===== config.mk =====
export PLATFORM = sky130hd
export DESIGN_NAME = http_byte_range_parser
export DESIGN_NICKNAME = d
export VERILOG_FILES = /design/src/rtl/core/hbrp_pkg.sv /design/src/rtl/core/http_byte_range_parser.sv /design/src/rtl/core/hbrp_parser.sv /design/src/rtl/core/hbrp_decide.sv
export SDC_FILE = /design/constraint.sdc
export NUM_CORES = 1
export LEC_CHECK = 0
export ABC_AREA = 1
export BUFFER_PORTS_ARGS = -buffer_cell sky130_fd_sc_hd__buf_4
export CAP_MARGIN = 15
export CORE_MARGIN = 2
export CORE_UTILIZATION = 45
export DETAILED_ROUTE_END_ITERATION = 8
export PLACE_DENSITY_LB_ADDON = 0.25
export SLEW_MARGIN = 30
export SYNTH_ARGS = -nofsm -noshare
export SYNTH_HDL_FRONTEND = slang
export SYNTH_SLANG_ARGS = --single-unit

===== constraint.sdc =====
create_clock -name clk_i -period 14.6 [get_ports clk_i]
set_input_delay 1.46 -clock clk_i [delete_from_list [all_inputs] [get_ports clk_i]]
set_output_delay 1.46 -clock clk_i [all_outputs]
set_load 0.01 [all_outputs]

===== src/rtl/core/hbrp_pkg.sv =====
// ----------------------------------------------------------------------------
// HTTP byte-range parser package
// Shared widths, character codes, verdict codes, the per-value range record
// and the decimal accumulate step.
// ----------------------------------------------------------------------------
package hbrp_pkg;

  // Width of the digit accumulators; values beyond it overflow.
  localparam int POS_BITS = 48;
  // Width of the content length and of the result positions.
  localparam int LEN_BITS = 48;
  localparam int OUT_BITS = 48;
  // Width that holds both an accumulator and a length for comparisons.
  localparam int CMP_W = (POS_BITS > LEN_BITS) ? POS_BITS : LEN_BITS;

  // Characters of interest in a header value.
  localparam logic [7:0] CH_NUL     = 8'h00;
  localparam logic [7:0] CH_SPACE   = 8'h20;
  localparam logic [7:0] CH_DASH    = 8'h2d;
  localparam logic [7:0] CH_ZERO    = 8'h30;
  localparam logic [7:0] CH_NINE    = 8'h39;
  localparam logic [7:0] CH_UPPER_A = 8'h41;
  localparam logic [7:0] CH_UPPER_Z = 8'h5a;
  localparam logic [7:0] CASE_DELTA = 8'h20;

  // Length of the "bytes=" unit prefix.
  localparam logic [2:0] PREFIX_LEN = 3'd6;

  // Result verdicts.
  typedef enum logic [1:0] {
    VERDICT_SAT       = 2'd0,
    VERDICT_UNSAT     = 2'd1,
    VERDICT_NOT_RANGE = 2'd2
  } verdict_e;

  // Everything the decision stage needs about one finished header value.
  typedef struct packed {
    logic                not_bytes;
    logic                syntax_bad;
    logic                overflow;
    logic                end_open;
    logic [POS_BITS-1:0] start_pos;
    logic [POS_BITS-1:0] end_pos;
    logic [LEN_BITS-1:0] length;
  } range_rec_t;

  // Lower-case characters of the "bytes=" prefix, by position.
  function automatic logic [7:0] prefix_char(input logic [2:0] idx);
    logic [7:0] ch;
    case (idx)
      3'd0:    ch = 8'h62;  // b
      3'd1:    ch = 8'h79;  // y
      3'd2:    ch = 8'h74;  // t
      3'd3:    ch = 8'h65;  // e
      3'd4:    ch = 8'h73;  // s
      3'd5:    ch = 8'h3d;  // =
      default: ch = CH_NUL;
    endcase
    return ch;
  endfunction

  // One decimal step acc*10 + digit. The top bit of the result flags an
  // overflow, in which case the value saturates to all ones.
  function automatic logic [POS_BITS:0] acc_digit(input logic [POS_BITS-1:0] acc,
                                                  input logic [7:0]          ch);
    logic [3:0]          digit;
    logic [POS_BITS+3:0] sum;
    digit = 4'(ch - CH_ZERO);
    sum   = {1'b0, acc, 3'b000} + {3'b000, acc, 1'b0} + {{POS_BITS{1'b0}}, digit};
    if (|sum[POS_BITS+3:POS_BITS]) begin
      return {1'b1, {POS_BITS{1'b1}}};
    end
    return {1'b0, sum[POS_BITS-1:0]};
  endfunction

endpackage


===== src/rtl/core/http_byte_range_parser.sv =====
// ----------------------------------------------------------------------------
// HTTP byte-range parser
// Parses a Range header value such as "bytes=100-199" one byte at a time and
// gives one verdict per value against the resource's content length.
// ----------------------------------------------------------------------------
// The block accepts one header byte per clock cycle while in_ready_o is high;
// values follow each other directly. Each byte is registered, then the parse
// state advances by one byte through a single times-ten accumulate unit. A NUL
// byte ends the parse early and the bytes after it are ignored, but only the
// byte flagged by final_byte_i hands a range record to the decision stage.
// The final byte passes the input register and the record register; the result
// register then holds the result until out_ready_i takes it; while it waits,
// the block keeps accepting bytes of the next value, and stalls the input only
// when a further final byte finds both internal slots full.
// ----------------------------------------------------------------------------
module http_byte_range_parser (
  input  logic                          clk_i,
  input  logic                          rst_ni,
  input  logic                          in_valid_i,
  output logic                          in_ready_o,
  input  logic [7:0]                    header_byte_i,
  input  logic                          final_byte_i,
  input  logic [hbrp_pkg::LEN_BITS-1:0] content_length_i,
  output logic                          out_valid_o,
  input  logic                          out_ready_i,
  output logic [1:0]                    verdict_o,
  output logic [hbrp_pkg::OUT_BITS-1:0] first_pos_o,
  output logic [hbrp_pkg::OUT_BITS-1:0] last_pos_o
);

  logic                 rec_valid;
  logic                 rec_ready;
  hbrp_pkg::range_rec_t rec;

  // Byte scanner.
  hbrp_parser u_parser (
    .clk_i            (clk_i),
    .rst_ni           (rst_ni),
    .in_valid_i       (in_valid_i),
    .in_ready_o       (in_ready_o),
    .header_byte_i    (header_byte_i),
    .final_byte_i     (final_byte_i),
    .content_length_i (content_length_i),
    .rec_valid_o      (rec_valid),
    .rec_ready_i      (rec_ready),
    .rec_o            (rec)
  );

  // Range decision and result register.
  hbrp_decide u_decide (
    .clk_i       (clk_i),
    .rst_ni      (rst_ni),
    .rec_valid_i (rec_valid),
    .rec_ready_o (rec_ready),
    .rec_i       (rec),
    .out_valid_o (out_valid_o),
    .out_ready_i (out_ready_i),
    .verdict_o   (verdict_o),
    .first_pos_o (first_pos_o),
    .last_pos_o  (last_pos_o)
  );

endmodule


===== src/rtl/core/hbrp_parser.sv =====
// ----------------------------------------------------------------------------
// HTTP byte-range parser: byte scanner
// Registers each incoming byte, advances the parse state by one byte per
// cycle unless a last byte meets a full record slot and, on the last byte of a value, hands a range record downstream.
// ----------------------------------------------------------------------------
module hbrp_parser (
  input  logic                      clk_i,
  input  logic                      rst_ni,
  input  logic                      in_valid_i,
  output logic                      in_ready_o,
  input  logic [7:0]                header_byte_i,
  input  logic                      final_byte_i,
  input  logic [hbrp_pkg::LEN_BITS-1:0] content_length_i,
  output logic                      rec_valid_o,
  input  logic                      rec_ready_i,
  output hbrp_pkg::range_rec_t      rec_o
);

  // Parse phases.
  localparam logic [2:0] PH_PREFIX   = 3'd0;
  localparam logic [2:0] PH_NOTBYTES = 3'd1;
  localparam logic [2:0] PH_LEAD     = 3'd2;
  localparam logic [2:0] PH_START    = 3'd3;
  localparam logic [2:0] PH_GAP      = 3'd4;
  localparam logic [2:0] PH_DASH     = 3'd5;
  localparam logic [2:0] PH_END      = 3'd6;
  localparam logic [2:0] PH_DONE     = 3'd7;

  localparam int PB = hbrp_pkg::POS_BITS;

  // Input register.
  logic                          in_valid_q;
  logic [7:0]                    byte_q;
  logic                          fin_q;
  logic [hbrp_pkg::LEN_BITS-1:0] len_q;

  // Parse state.
  logic [2:0]    phase_q, phase_d;
  logic [2:0]    idx_q, idx_d;
  logic [PB-1:0] start_q, start_d;
  logic [PB-1:0] end_q, end_d;
  logic          open_q, open_d;
  logic          bad_q, bad_d;
  logic          ovf_q, ovf_d;

  // Record register.
  logic                 rec_valid_q;
  hbrp_pkg::range_rec_t rec_q, rec_d;

  logic          rec_free;
  logic          step;
  logic          active;
  logic          is_digit;
  logic [7:0]    lower_ch;
  logic [PB-1:0] acc_src;
  logic [PB:0]   acc_res;

  // A byte is consumed unless it ends a value while the record slot is full.
  assign rec_free   = !rec_valid_q || rec_ready_i;
  assign step       = in_valid_q && (!fin_q || rec_free);
  assign in_ready_o = !in_valid_q || step;

  // Shared decimal accumulate unit, fed by the accumulator of the phase.
  assign acc_src = (phase_q == PH_DASH || phase_q == PH_END) ? end_q : start_q;
  assign acc_res = hbrp_pkg::acc_digit(acc_src, byte_q);

  assign is_digit = (byte_q >= hbrp_pkg::CH_ZERO) && (byte_q <= hbrp_pkg::CH_NINE);
  assign lower_ch = (byte_q >= hbrp_pkg::CH_UPPER_A && byte_q <= hbrp_pkg::CH_UPPER_Z) ?
                    byte_q + hbrp_pkg::CASE_DELTA : byte_q;
  assign active   = (phase_q != PH_DONE) && (phase_q != PH_NOTBYTES);

  // Next parse state for the registered byte.
  always_comb begin
    phase_d = phase_q;
    idx_d   = idx_q;
    start_d = start_q;
    end_d   = end_q;
    open_d  = open_q;
    bad_d   = bad_q;
    ovf_d   = ovf_q;

    // Take a non-NUL byte.
    if (active && byte_q != hbrp_pkg::CH_NUL) begin
      case (phase_q)
        PH_PREFIX: begin
          if (idx_q < hbrp_pkg::PREFIX_LEN && lower_ch == hbrp_pkg::prefix_char(idx_q)) begin
            idx_d = idx_q + 3'd1;
            if (idx_q + 3'd1 == hbrp_pkg::PREFIX_LEN) begin
              phase_d = PH_LEAD;
            end
          end else begin
            phase_d = PH_NOTBYTES;
          end
        end
        PH_LEAD: begin
          if (byte_q == hbrp_pkg::CH_SPACE) begin
            phase_d = PH_LEAD;
          end else if (is_digit) begin
            start_d = acc_res[PB-1:0];
            ovf_d   = ovf_q | acc_res[PB];
            phase_d = PH_START;
          end else begin
            bad_d   = 1'b1;
            phase_d = PH_DONE;
          end
        end
        PH_START: begin
          if (is_digit) begin
            start_d = acc_res[PB-1:0];
            ovf_d   = ovf_q | acc_res[PB];
          end else if (byte_q == hbrp_pkg::CH_SPACE) begin
            phase_d = PH_GAP;
          end else if (byte_q == hbrp_pkg::CH_DASH) begin
            phase_d = PH_DASH;
          end else begin
            bad_d   = 1'b1;
            phase_d = PH_DONE;
          end
        end
        PH_GAP: begin
          if (byte_q == hbrp_pkg::CH_SPACE) begin
            phase_d = PH_GAP;
          end else if (byte_q == hbrp_pkg::CH_DASH) begin
            phase_d = PH_DASH;
          end else begin
            bad_d   = 1'b1;
            phase_d = PH_DONE;
          end
        end
        PH_DASH: begin
          if (byte_q == hbrp_pkg::CH_SPACE) begin
            phase_d = PH_DASH;
          end else if (is_digit) begin
            end_d   = acc_res[PB-1:0];
            ovf_d   = ovf_q | acc_res[PB];
            phase_d = PH_END;
          end else begin
            bad_d   = 1'b1;
            phase_d = PH_DONE;
          end
        end
        PH_END: begin
          if (is_digit) begin
            end_d = acc_res[PB-1:0];
            ovf_d = ovf_q | acc_res[PB];
          end else begin
            phase_d = PH_DONE;
          end
        end
        default: begin
          phase_d = phase_q;
        end
      endcase
    end

    // A NUL byte or the last byte closes the value.
    if (active && (byte_q == hbrp_pkg::CH_NUL || fin_q)) begin
      case (phase_d)
        PH_PREFIX: begin
          phase_d = PH_NOTBYTES;
        end
        PH_LEAD, PH_START, PH_GAP: begin
          bad_d   = 1'b1;
          phase_d = PH_DONE;
        end
        PH_DASH: begin
          open_d  = 1'b1;
          phase_d = PH_DONE;
        end
        PH_END: begin
          phase_d = PH_DONE;
        end
        default: begin
          phase_d = phase_d;
        end
      endcase
    end

    rec_d.not_bytes  = (phase_d == PH_NOTBYTES);
    rec_d.syntax_bad = bad_d;
    rec_d.overflow   = ovf_d;
    rec_d.end_open   = open_d;
    rec_d.start_pos  = start_d;
    rec_d.end_pos    = end_d;
    rec_d.length     = len_q;
  end

  // Input register control.
  always_ff @(posedge clk_i or negedge rst_ni) begin
    if (!rst_ni) begin
      in_valid_q <= 1'b0;
    end else if (in_ready_o) begin
      in_valid_q <= in_valid_i;
    end
  end

  // Input register payload.
  always_ff @(posedge clk_i) begin
    if (in_ready_o && in_valid_i) begin
      byte_q <= header_byte_i;
      fin_q  <= final_byte_i;
      len_q  <= content_length_i;
    end
  end

  // Parse state: cleared after the last byte of each value.
  always_ff @(posedge clk_i or negedge rst_ni) begin
    if (!rst_ni) begin
      phase_q <= PH_PREFIX;
      idx_q   <= '0;
      start_q <= '0;
      end_q   <= '0;
      open_q  <= 1'b0;
      bad_q   <= 1'b0;
      ovf_q   <= 1'b0;
    end else if (step) begin
      if (fin_q) begin
        phase_q <= PH_PREFIX;
        idx_q   <= '0;
        start_q <= '0;
        end_q   <= '0;
        open_q  <= 1'b0;
        bad_q   <= 1'b0;
        ovf_q   <= 1'b0;
      end else begin
        phase_q <= phase_d;
        idx_q   <= idx_d;
        start_q <= start_d;
        end_q   <= end_d;
        open_q  <= open_d;
        bad_q   <= bad_d;
        ovf_q   <= ovf_d;
      end
    end
  end

  // Record register control.
  always_ff @(posedge clk_i or negedge rst_ni) begin
    if (!rst_ni) begin
      rec_valid_q <= 1'b0;
    end else begin
      rec_valid_q <= (rec_valid_q && !rec_ready_i) || (step && fin_q);
    end
  end

  // Record register payload.
  always_ff @(posedge clk_i) begin
    if (step && fin_q) begin
      rec_q <= rec_d;
    end
  end

  assign rec_valid_o = rec_valid_q;
  assign rec_o       = rec_q;

endmodule


===== src/rtl/core/hbrp_decide.sv =====
// ----------------------------------------------------------------------------
// HTTP byte-range parser: range decision
// Weighs a finished range record against the content length and holds the
// verdict and positions in the result register.
// ----------------------------------------------------------------------------
module hbrp_decide (
  input  logic                          clk_i,
  input  logic                          rst_ni,
  input  logic                          rec_valid_i,
  output logic                          rec_ready_o,
  input  hbrp_pkg::range_rec_t          rec_i,
  output logic                          out_valid_o,
  input  logic                          out_ready_i,
  output logic [1:0]                    verdict_o,
  output logic [hbrp_pkg::OUT_BITS-1:0] first_pos_o,
  output logic [hbrp_pkg::OUT_BITS-1:0] last_pos_o
);

  localparam int CW = hbrp_pkg::CMP_W;

  logic          out_valid_q;
  logic [1:0]    verdict_q;
  logic [hbrp_pkg::OUT_BITS-1:0] first_q, last_q;

  logic [CW-1:0] start_x, end_x, len_x, lenm1_x, end_sel;
  logic          len_nz;
  logic          end_ge_len;
  logic          use_lenm1;
  logic          start_gt_end;
  logic          start_gt_len;
  logic          ok;
  hbrp_pkg::verdict_e verdict_d;

  assign rec_ready_o = !out_valid_q || out_ready_i;

  assign start_x = CW'(rec_i.start_pos);
  assign end_x   = CW'(rec_i.end_pos);
  assign len_x   = CW'(rec_i.length);
  assign lenm1_x = len_x - CW'(1);
  assign len_nz  = (rec_i.length != '0);

  // The compares run side by side; the clamp only selects among them.
  assign end_ge_len   = (end_x >= len_x);
  assign start_gt_len = (start_x > len_x);
  assign use_lenm1    = len_nz && (rec_i.end_open || end_ge_len);
  assign end_sel      = use_lenm1 ? lenm1_x : end_x;
  assign start_gt_end = use_lenm1 ? (start_x > lenm1_x) : (start_x > end_x);

  // An open end with an empty resource cannot be served.
  assign ok = !rec_i.syntax_bad && !rec_i.overflow && !(rec_i.end_open && !len_nz) &&
              !start_gt_end && !start_gt_len;

  always_comb begin
    if (rec_i.not_bytes) begin
      verdict_d = hbrp_pkg::VERDICT_NOT_RANGE;
    end else if (ok) begin
      verdict_d = hbrp_pkg::VERDICT_SAT;
    end else begin
      verdict_d = hbrp_pkg::VERDICT_UNSAT;
    end
  end

  // Result register control.
  always_ff @(posedge clk_i or negedge rst_ni) begin
    if (!rst_ni) begin
      out_valid_q <= 1'b0;
    end else if (rec_ready_o) begin
      out_valid_q <= rec_valid_i;
    end
  end

  // Result register payload; positions are zero unless the range is served.
  always_ff @(posedge clk_i) begin
    if (rec_ready_o && rec_valid_i) begin
      verdict_q <= verdict_d;
      if (verdict_d == hbrp_pkg::VERDICT_SAT) begin
        first_q <= start_x[hbrp_pkg::OUT_BITS-1:0];
        last_q  <= end_sel[hbrp_pkg::OUT_BITS-1:0];
      end else begin
        first_q <= '0;
        last_q  <= '0;
      end
    end
  end

  assign out_valid_o = out_valid_q;
  assign verdict_o   = verdict_q;
  assign first_pos_o = first_q;
  assign last_pos_o  = last_q;

endmodule


# == After elaboration in Yosys (flattened, before gate mapping) ==
# Cells that the tools add are included.
# op_classes
eq_ne,22
n_bitwise,1
reduce_logical,52
magnitude_cmp,9
muxes,59
n_addsub,6
# ops
op,count
48-bit 2-to-1 mux,10
48-bit one-hot mux with 2 select lines,2
48-bit > comparator,3
49-bit 2-to-1 mux,2
51-bit by 49-bit adder with 52-bit output,1
52-bit by 4-bit adder with 52-bit output,1
48-bit greater-or-equal comparator,1
48-bit nonzero test,1
"48-bit by 1-bit subtractor with 48-bit output, second input constant",1
3-bit 2-to-1 mux,15
7-bit one-hot mux with 6 select lines,1
"3-bit equality test, second input constant",9
8-bit 2-to-1 mux,3
1-bit 2-to-1 mux,20
"3-bit by 2-bit equality test with 1-bit output, second input constant",6
3-bit one-hot mux with 6 select lines,1
1-bit logical AND,17
"8-bit by 6-bit equality test with 1-bit output, second input constant",2
1-bit zero test,11
3-bit zero test,3
"8-bit by 6-bit adder with 8-bit output, second input constant",1
8-bit equality test,1
"8-bit by 6-bit greater-or-equal comparator with 1-bit output, second input constant",1
"8-bit by 7-bit greater-or-equal comparator with 1-bit output, second input constant",1
other kinds (23),35
# totals
in_bits,61
out_inout_bits,100
regBits,411
wordCells,172

# == Logic depth before layout (Yosys ltp) ==
# Gate-level depths: netlist of the first run.
# logic_depth
depth_word,14
mapped_depth,31
mapped_depth_nobuf,27

# == Hierarchy ==
# A second synthesis of the first run with hierarchy kept.
# unflattened
hier_cells,3889
area_unflattened_um2,29589.6
# modules_own_cells
mod,cells_each,n_inst,seq_area_each_um2,area_each_um2
hbrp_parser,2518,1,8833.5,19257.2
hbrp_decide,1371,1,2967.8,10332.4

# == Worst setup path before layout of the first run ==
# Ideal clock, no wire load.
# synth_timing
path_type,input -> register
startpoint,in out_ready_i
endpoint,"reg u_decide.first_q, in the netlist u_decide.first_pos_o[0] (enable)"
n_path_buf,0
required_ns,14.044
setup_ns,0.556
setup_slack_ns,8.433
arrival_time_ns,5.611
stages,2
path_cell_list,nor2_1 nor2_1
# synth_between
elab_chain_len,2
# synth_rtl
element,line,source
from (decl),http_byte_range_parser.sv:25,"input logic out_ready_i,"
1-bit logical OR,hbrp_decide.sv:34,assign rec_ready_o = !out_valid_q || out_ready_i;
1-bit logical AND,hbrp_decide.sv:74,if (rec_ready_o && rec_valid_i) begin
to (signal assigned),hbrp_decide.sv:77,first_q <= start_x[hbrp_pkg::OUT_BITS-1:0];
to (decl),hbrp_decide.sv:23,"logic [hbrp_pkg::OUT_BITS-1:0] first_q, last_q;"
# No other way between the ends.
# A chain may end at the register's enable or synchronous reset.

==> results of run 1 <==
## worst max-delay path, delay by kind of cell, from the launching register on
| family | cells | cell delay (ns) |
|---|---|---|
| simple gates | 16 | 2.03 |
| buf+inv | 5 | 1.55 |
| fa+ha+maj | 2 | 1.04 |
| flops | 1 | 0.43 |
| compound gates | 1 | 0.28 |
## state kept, by name, summed over array words and instances (netlist names)
signal                count
u_parser.fin_q            1
u_parser.end_q           48
u_parser.ovf_q            1
u_parser.rec_valid_o      1
u_parser.in_valid_q       1
u_parser.idx_q            3
u_decide.out_valid_o      1
u_parser.byte_q           8
u_parser.start_q         48
u_decide.verdict_o        2
u_decide.last_pos_o      48
u_parser.phase_q          3
u_parser.open_q           1
u_parser.rec_o          148
u_parser.len_q           48
u_decide.first_pos_o     48
u_parser.bad_q            1
## cells in the final DEF (no fill, tap or decap), types with 8 or more instances in the layout
master,count
inv_1,601
clkbuf_1,15
o21a_1,8
nand2_1,1239
ha_1,293
buf_4,180
dfrtp_1,108
xor2_1,52
nand2_2,19
nor2_4,10
inv_2,22
clkbuf_16,47
edfxtp_1,303
nor3_1,30
nand3_1,180
o21ai_0,180
nand4_2,19
or2_2,51
xnor2_1,27
nor2_1,314
nand4_1,89
o21ai_1,19
nor2_2,23
nor4_1,8
a21oi_1,237
## where the power goes
group	switching (W)	internal [W]
clock network	0.000484	0.000646
logic	0.000513	0.000210
registers	0.0000599	0.00134
## synthesized netlist by cell type (30+ instances only)
cell	number
nand2_1	1243
inv_1	604
nor2_1	318
edfxtp_1	303
ha_1	293
a21oi_1	237
nand3_1	180
o21ai_0	180
dfrtp_1	108
nand4_1	89
clkbuf_1	80
xor2_1	52
or2_2	51
nor3_1	30
## metal layers
metal,track usage (%),share of wire [%]
met1,35.3,45
met2,39.8,44
met3,4.24,7.8
met4,8.08,2.8
met5,0,0
## metrics by stage
step                      total power [W]  util [%]  cell area [um2]  worst slack (ns)
after floorplan                   0.00189         -            30100              8.43
after global placement            0.00212      48.5            32100              9.04
after detailed placement          0.00213      48.6            32100              8.98
after CTS                         0.00326      50.7            33500              8.95
after global routing              0.00340      50.7            33500              8.48
final                             0.00325      50.8            33500              8.96
## path summary, 6_finish.rpt
check                                                      from                          endpoint  slack [ns]
min in group asynchronous                                rst_ni     u_parser.idx_q[1]$_DFFE_PN0P_        0.95
worst min register to register     u_parser.len_q[30]$_DFFE_PP_      u_parser.rec_o[30]$_DFFE_PP_        0.42
worst min-delay path               u_parser.len_q[30]$_DFFE_PP_      u_parser.rec_o[30]$_DFFE_PP_        0.42
worst max-delay path            u_parser.phase_q[0]$_DFFE_PN0P_     u_parser.rec_o[101]$_DFFE_PP_        8.96
worst max register to register  u_parser.phase_q[0]$_DFFE_PN0P_     u_parser.rec_o[101]$_DFFE_PP_        8.96
max in group asynchronous                                rst_ni  u_parser.start_q[46]$_DFFE_PN0P_       12.23
## cells by family after synthesis
kind of cell / synth area share (%)
adder cells (fa/ha/maj): 12.3
XOR/XNOR: 2.30
buffers and inverters: 9.61
AO/OA/AOI/OAI: 8.11
flip-flops: 39.1
AND/OR/NAND/NOR: 28.5
## final cells by class
| cell class | instances | area (um2) |
|---|---|---|
| sequential | 411 | 11800 |
| clock buffer | 66 | 1290 |
| multi-input combinational | 2853 | 15500 |
| inverter | 625 | 2350 |
| clock inverter | 16 | 136 |
| tap | 864 | 1080 |
| timing repair buffer | 182 | 1390 |
| antenna | 2 | 5.00 |
| fill | 6352 | 32500 |
==> impl_results.md, run 1 <==
* Share of post-route cells with drive strength above 1 at 9.68%
* Status: finished clean
* Top FF cell, synth: edfxtp_1
* Yosys reg bits at roughly 410
* Final wirelength at 88.8 mm
* Worst vdd ir at 103 uV
* Arrival time worst endpoint at 5.97 ns
* Post-layout nets at 4474
* Gate Count Post-Synth at 4007
* Final hold slack at 0.418 ns
* Startpoint Class: flip-flop
* RSZ-0062 raised after global routing: no
* Core ar. at approximately 66000 um2
* Crit share post-route at just under 40%
* Initial core utilization at 45.6%
* CP max-delay cell: buf_4
* Placed Cells incl. Taps at roughly 4900
* Antenna violations before repair at 2
* CTS tree: done
* Worst slew pin tran at roughly 1.0 ns
* First-pass GRT wire length at 139 mm
* CP most frequent cell: nand2_1
* Slew margin rel. at 32.1%
* Power Density at just under 100 nW/um2
* FMAX at 0.177 GHz
* Area added between synthesis and finish at 11.3%
* CP Max Fanout at 75
* PortBufs at 160
* Hold Crit Depth at 0
* R2R cell count at 24
* Ys async rst share at 26.3%
* Antenna-violating nets left at 0
* Boundary pin count at roughly 160
* Via count at 26400
* Vias in the first global route at 25400
* GRT Util Overall at 25.2%
* Area leader, netlist: edfxtp_1
* Vias per inst at 5.26
* Total grt overflow at 0
* Max-cap viol count at 0
* Final Hold Viols at 0
* Cell row count at 94
* Synth cell types at between 40 and 50
* Leakage power at 16.8 nW
* DIE AREA at around 69000 um2
* Synth warn at 0
* Crit Path Class: flip-flop to flip-flop
* Wire per inst at between 15 and 20 um
* Share of the synthesized area in the top cell type at 30.2%
* Die Width at 263 um
* Overall die height at between 200 and 300 um
* Net Count, Synth at 4363
* Pins over their slew limit at 0
* Register area share after synthesis at 39.1%
* Req. time, crit path at 14.92 ns
* Clock slew at reported path FFs at around 0.06 ns
* GP Congestion at 0.981
* CTS sink cnt at approximately 410
* Final Skew at 0.0232 ns
* Post-CTS sizing at 0
* Root buf cell: clkbuf_16
* Setup tns final at 0 ns
* Post-synth EDFFs at 303
* Number of clock buffers inserted by TritonCTS at 45
* Mean post-synth cell area at around 7.5 um2
* Crit-path cells: inv_2 > nor2_2 > nand2_2 > nand2_4 > buf_4 > o21ai_0 > fa_1 > inv_1 > fa_1 > inv_1 > nand2_1 > nand2_1 > nand3_1 > nand2_2 > nand2_1 > nand2_2 > nand2_1 > nand4_1 > nand2_1 > nor2_4 > buf_4 > nand4_1 > nand3_1 > nand2_1
* H-tree depth at 2
* Initial detailed-routing violation count at 2699
* Crit end category: flip-flop
* Worst hold path type: flip-flop to flip-flop
* Fin cells at 5019
* CP max stage delay at roughly 0.64 ns
* Endpoints failing setup at 0
* First-pass DRT Iterations at 8
* Clk buf depth at 3
* DP HPWL at 64.3 mm
* Post CTS Setup Buffer Count at 0
* Synth top area cells: edfxtp_1 30%, nand2_1 15%, ha_1 12%
* # hold bufs at CTS at 0
* Fin crit period at 5.64 ns
* Synthesized cell area at 30100 um2
* # DRC at 0
* Largest net degree at the start of global routing at 98
* Clock latency on the worst-skew pair at 0.59 ns
No activity file was read; power rests on OpenSTA's default activity.
==> run 2, diff against run 1 <==
clock period = 5.7 ns   (was 14.6 ns; I/O delays follow)
==> run 2 against run 1 <==
  * Clock skew fell by 0.010 ns
  * First-iteration DRC count decreased by 4.6%
  * Critical path depth grew 1
  * Sequential share of layout area about the same
  * Die area unchanged
  * Worst setup slack worse by 8.3 ns
  * Utilization rose by 0.068 points
  * Routed wire length down 0.45%
  * Critical endpoint is now u_decide.first_pos_o[28]$_SDFFCE_PP0P_
  * Largest cell class unchanged
  * Highest routed layer is now met5
==> impl_results.md, run 2 (synthesized netlist as in run 1, its figures left out) <==
* Req. time, crit path at about 6.0 ns
* Max reg flops at 148
* Final core utilization at 50.8%
* Final wirelength at between 80 and 90 mm
* CP max-delay cell: buf_6
* Setup tns final at 0 ns
* FMAX at 0.198 GHz
* Clock latency on the worst-skew pair at 0.57 ns
* Startpoint Class: flip-flop
* Worst path top cell family by delay: simple AND/OR/NAND/NOR gates
* Post-CTS sizing at 0
* RSZ-0062 raised after global routing: no
* Worst slew pin tran at ~1.1 ns
* CP endpoint: u_decide.first_pos_o[28]$_SDFFCE_PP0P_
* Post-layout nets at 4475
* Crit path from: u_parser.rec_o[0]$_DFFE_PP_
* Status: finished clean
* Setup slack, reg-to-reg at 0.64 ns
* Number of clock buffers inserted by TritonCTS at between 40 and 50
* Endpoints failing setup at 0
* Wire per inst at 17.6 um
* CTS tree: done
* FF-to-FF End: u_decide.first_pos_o[28]$_SDFFCE_PP0P_
* Via count at ~26000
* First-pass GRT wire length at about 140 mm
* Initial detailed-routing violation count at 2576
* Boundary pin count at 161
* DP HPWL at 65.0 mm
* Most frequent cells in the layout: 1240 x nand2_1, 601 x inv_1, 314 x nor2_1, 303 x edfxtp_1, 293 x ha_1
* RR Startpoint: u_parser.rec_o[0]$_DFFE_PP_
* R2R cell count at 25
* # DRC at 0
* Pins over their slew limit at 0
* GRT Util Overall at 25.1%
* Core ar. at 66100 um2
* Largest net degree at the start of global routing at 146
* Max-cap viol count at 0
* Placed Cells incl. Taps at between 4000 and 5000
* Clock slew at reported path FFs at 0.06 ns
* Vias in the first global route at about 25000
* Post CTS Setup Buffer Count at 0
* Final Skew at 0.0130 ns
* # hold bufs at CTS at 0
* Buffers & Inverters on Critical Path at 4
* Root buf cell: clkbuf_16
* Share of post-route cells with drive strength above 1 at 9.82%
* Leakage power at 16.8 nW
* Crit Path Class: flip-flop to flip-flop
* CP Max Fanout at 96
* First-pass DRT Iterations at 5
* Power Density at about 250 nW/um2
* Fin crit period at 5.06 ns
* Antenna violations before repair at 2
* CTS sink cnt at 411
* DIE AREA at ~70000 um2
* Total grt overflow at 0
* Worst vdd ir at between 150 and 200 uV
* Area of the multi-input gates at roughly 15000 um2
* Antenna-violating nets left at 0
* Commonest non-fill, non-tap cell in the layout: nand2_1
* Final Hold Viols at 0
* PortBufs at 160
* Register cell area after layout at 11800 um2
* Worst hold path type: input pin to asynchronous set/reset pin
* GP Congestion at 0.966
* Crit share post-route at 88.8%
* H-tree depth at 2
* Crit path depth at 25
* # fillers at ~6400
* Cell row count at 94
* Area added between synthesis and finish at 11.4%
* CP max stage delay at 0.56 ns
* Die Width at 263 um
* Arrival time worst endpoint at 5.35 ns
* Fin cells at 5018
* CP most frequent cell: nor2_1
* Initial core utilization at 45.6%
* Crit end category: flip-flop
* Overall die height at 263 um
* Slew margin rel. at 28.3%
* Vias per inst at 5.27
* Clk buf depth at 3
run 2: per-stage QoR:
step           power, W  hold WS (ns)  cell area (um2)  worst slack, ns
5_1_grt         0.00866         0.138            33600            0.195
2_1_floorplan   0.00483         0.274            30100            0.423
3_5_place_dp    0.00545         0.406            32200            0.575
6_report        0.00827        0.0817            33600            0.641
3_3_place_gp    0.00544         0.404            32200            0.367
4_1_cts         0.00830         0.111            33600            0.573
run 2: power breakdown:
part / leakage (nW) / switching [W] / internal, W / total [W]
clock: 0.675 / 0.00124 / 0.00160 / 0.00284
combinational: 11.7 / 0.00131 / 0.000544 / 0.00186
sequential: 4.42 / 0.000141 / 0.00343 / 0.00357
run 2: how the worst min path moves through the flow:
stage                                                   to  slack [ns]
after floorplan           u_decide.out_valid_o$_DFFE_PN0P_        0.27
after global placement         u_parser.rec_o[9]$_DFFE_PP_        0.40
after detailed placement      u_parser.rec_o[43]$_DFFE_PP_        0.41
after CTS                    u_parser.idx_q[1]$_DFFE_PN0P_        0.11
after global routing         u_parser.idx_q[1]$_DFFE_PN0P_        0.14
final                        u_parser.idx_q[1]$_DFFE_PN0P_        0.08
run 2: layout make-up:
type,count,area share [%]
diodes,1,0.00745
clock buffers,57,3.61
clock inverters,23,0.585
inverters,625,7.00
multi-input cells,2853,46.1
flip-flops and latches,411,35.1
well taps,864,3.22
repair buffers,184,4.36
run 2: per-layer routing:
metal	track usage [%]	share of wire [%]	up-vias
li1	-	-	13200
met1	36.1	46	12200
met2	39.6	44	904
met3	3.19	6.7	133
met4	7.69	2.7	2
met5	0	0.015	-
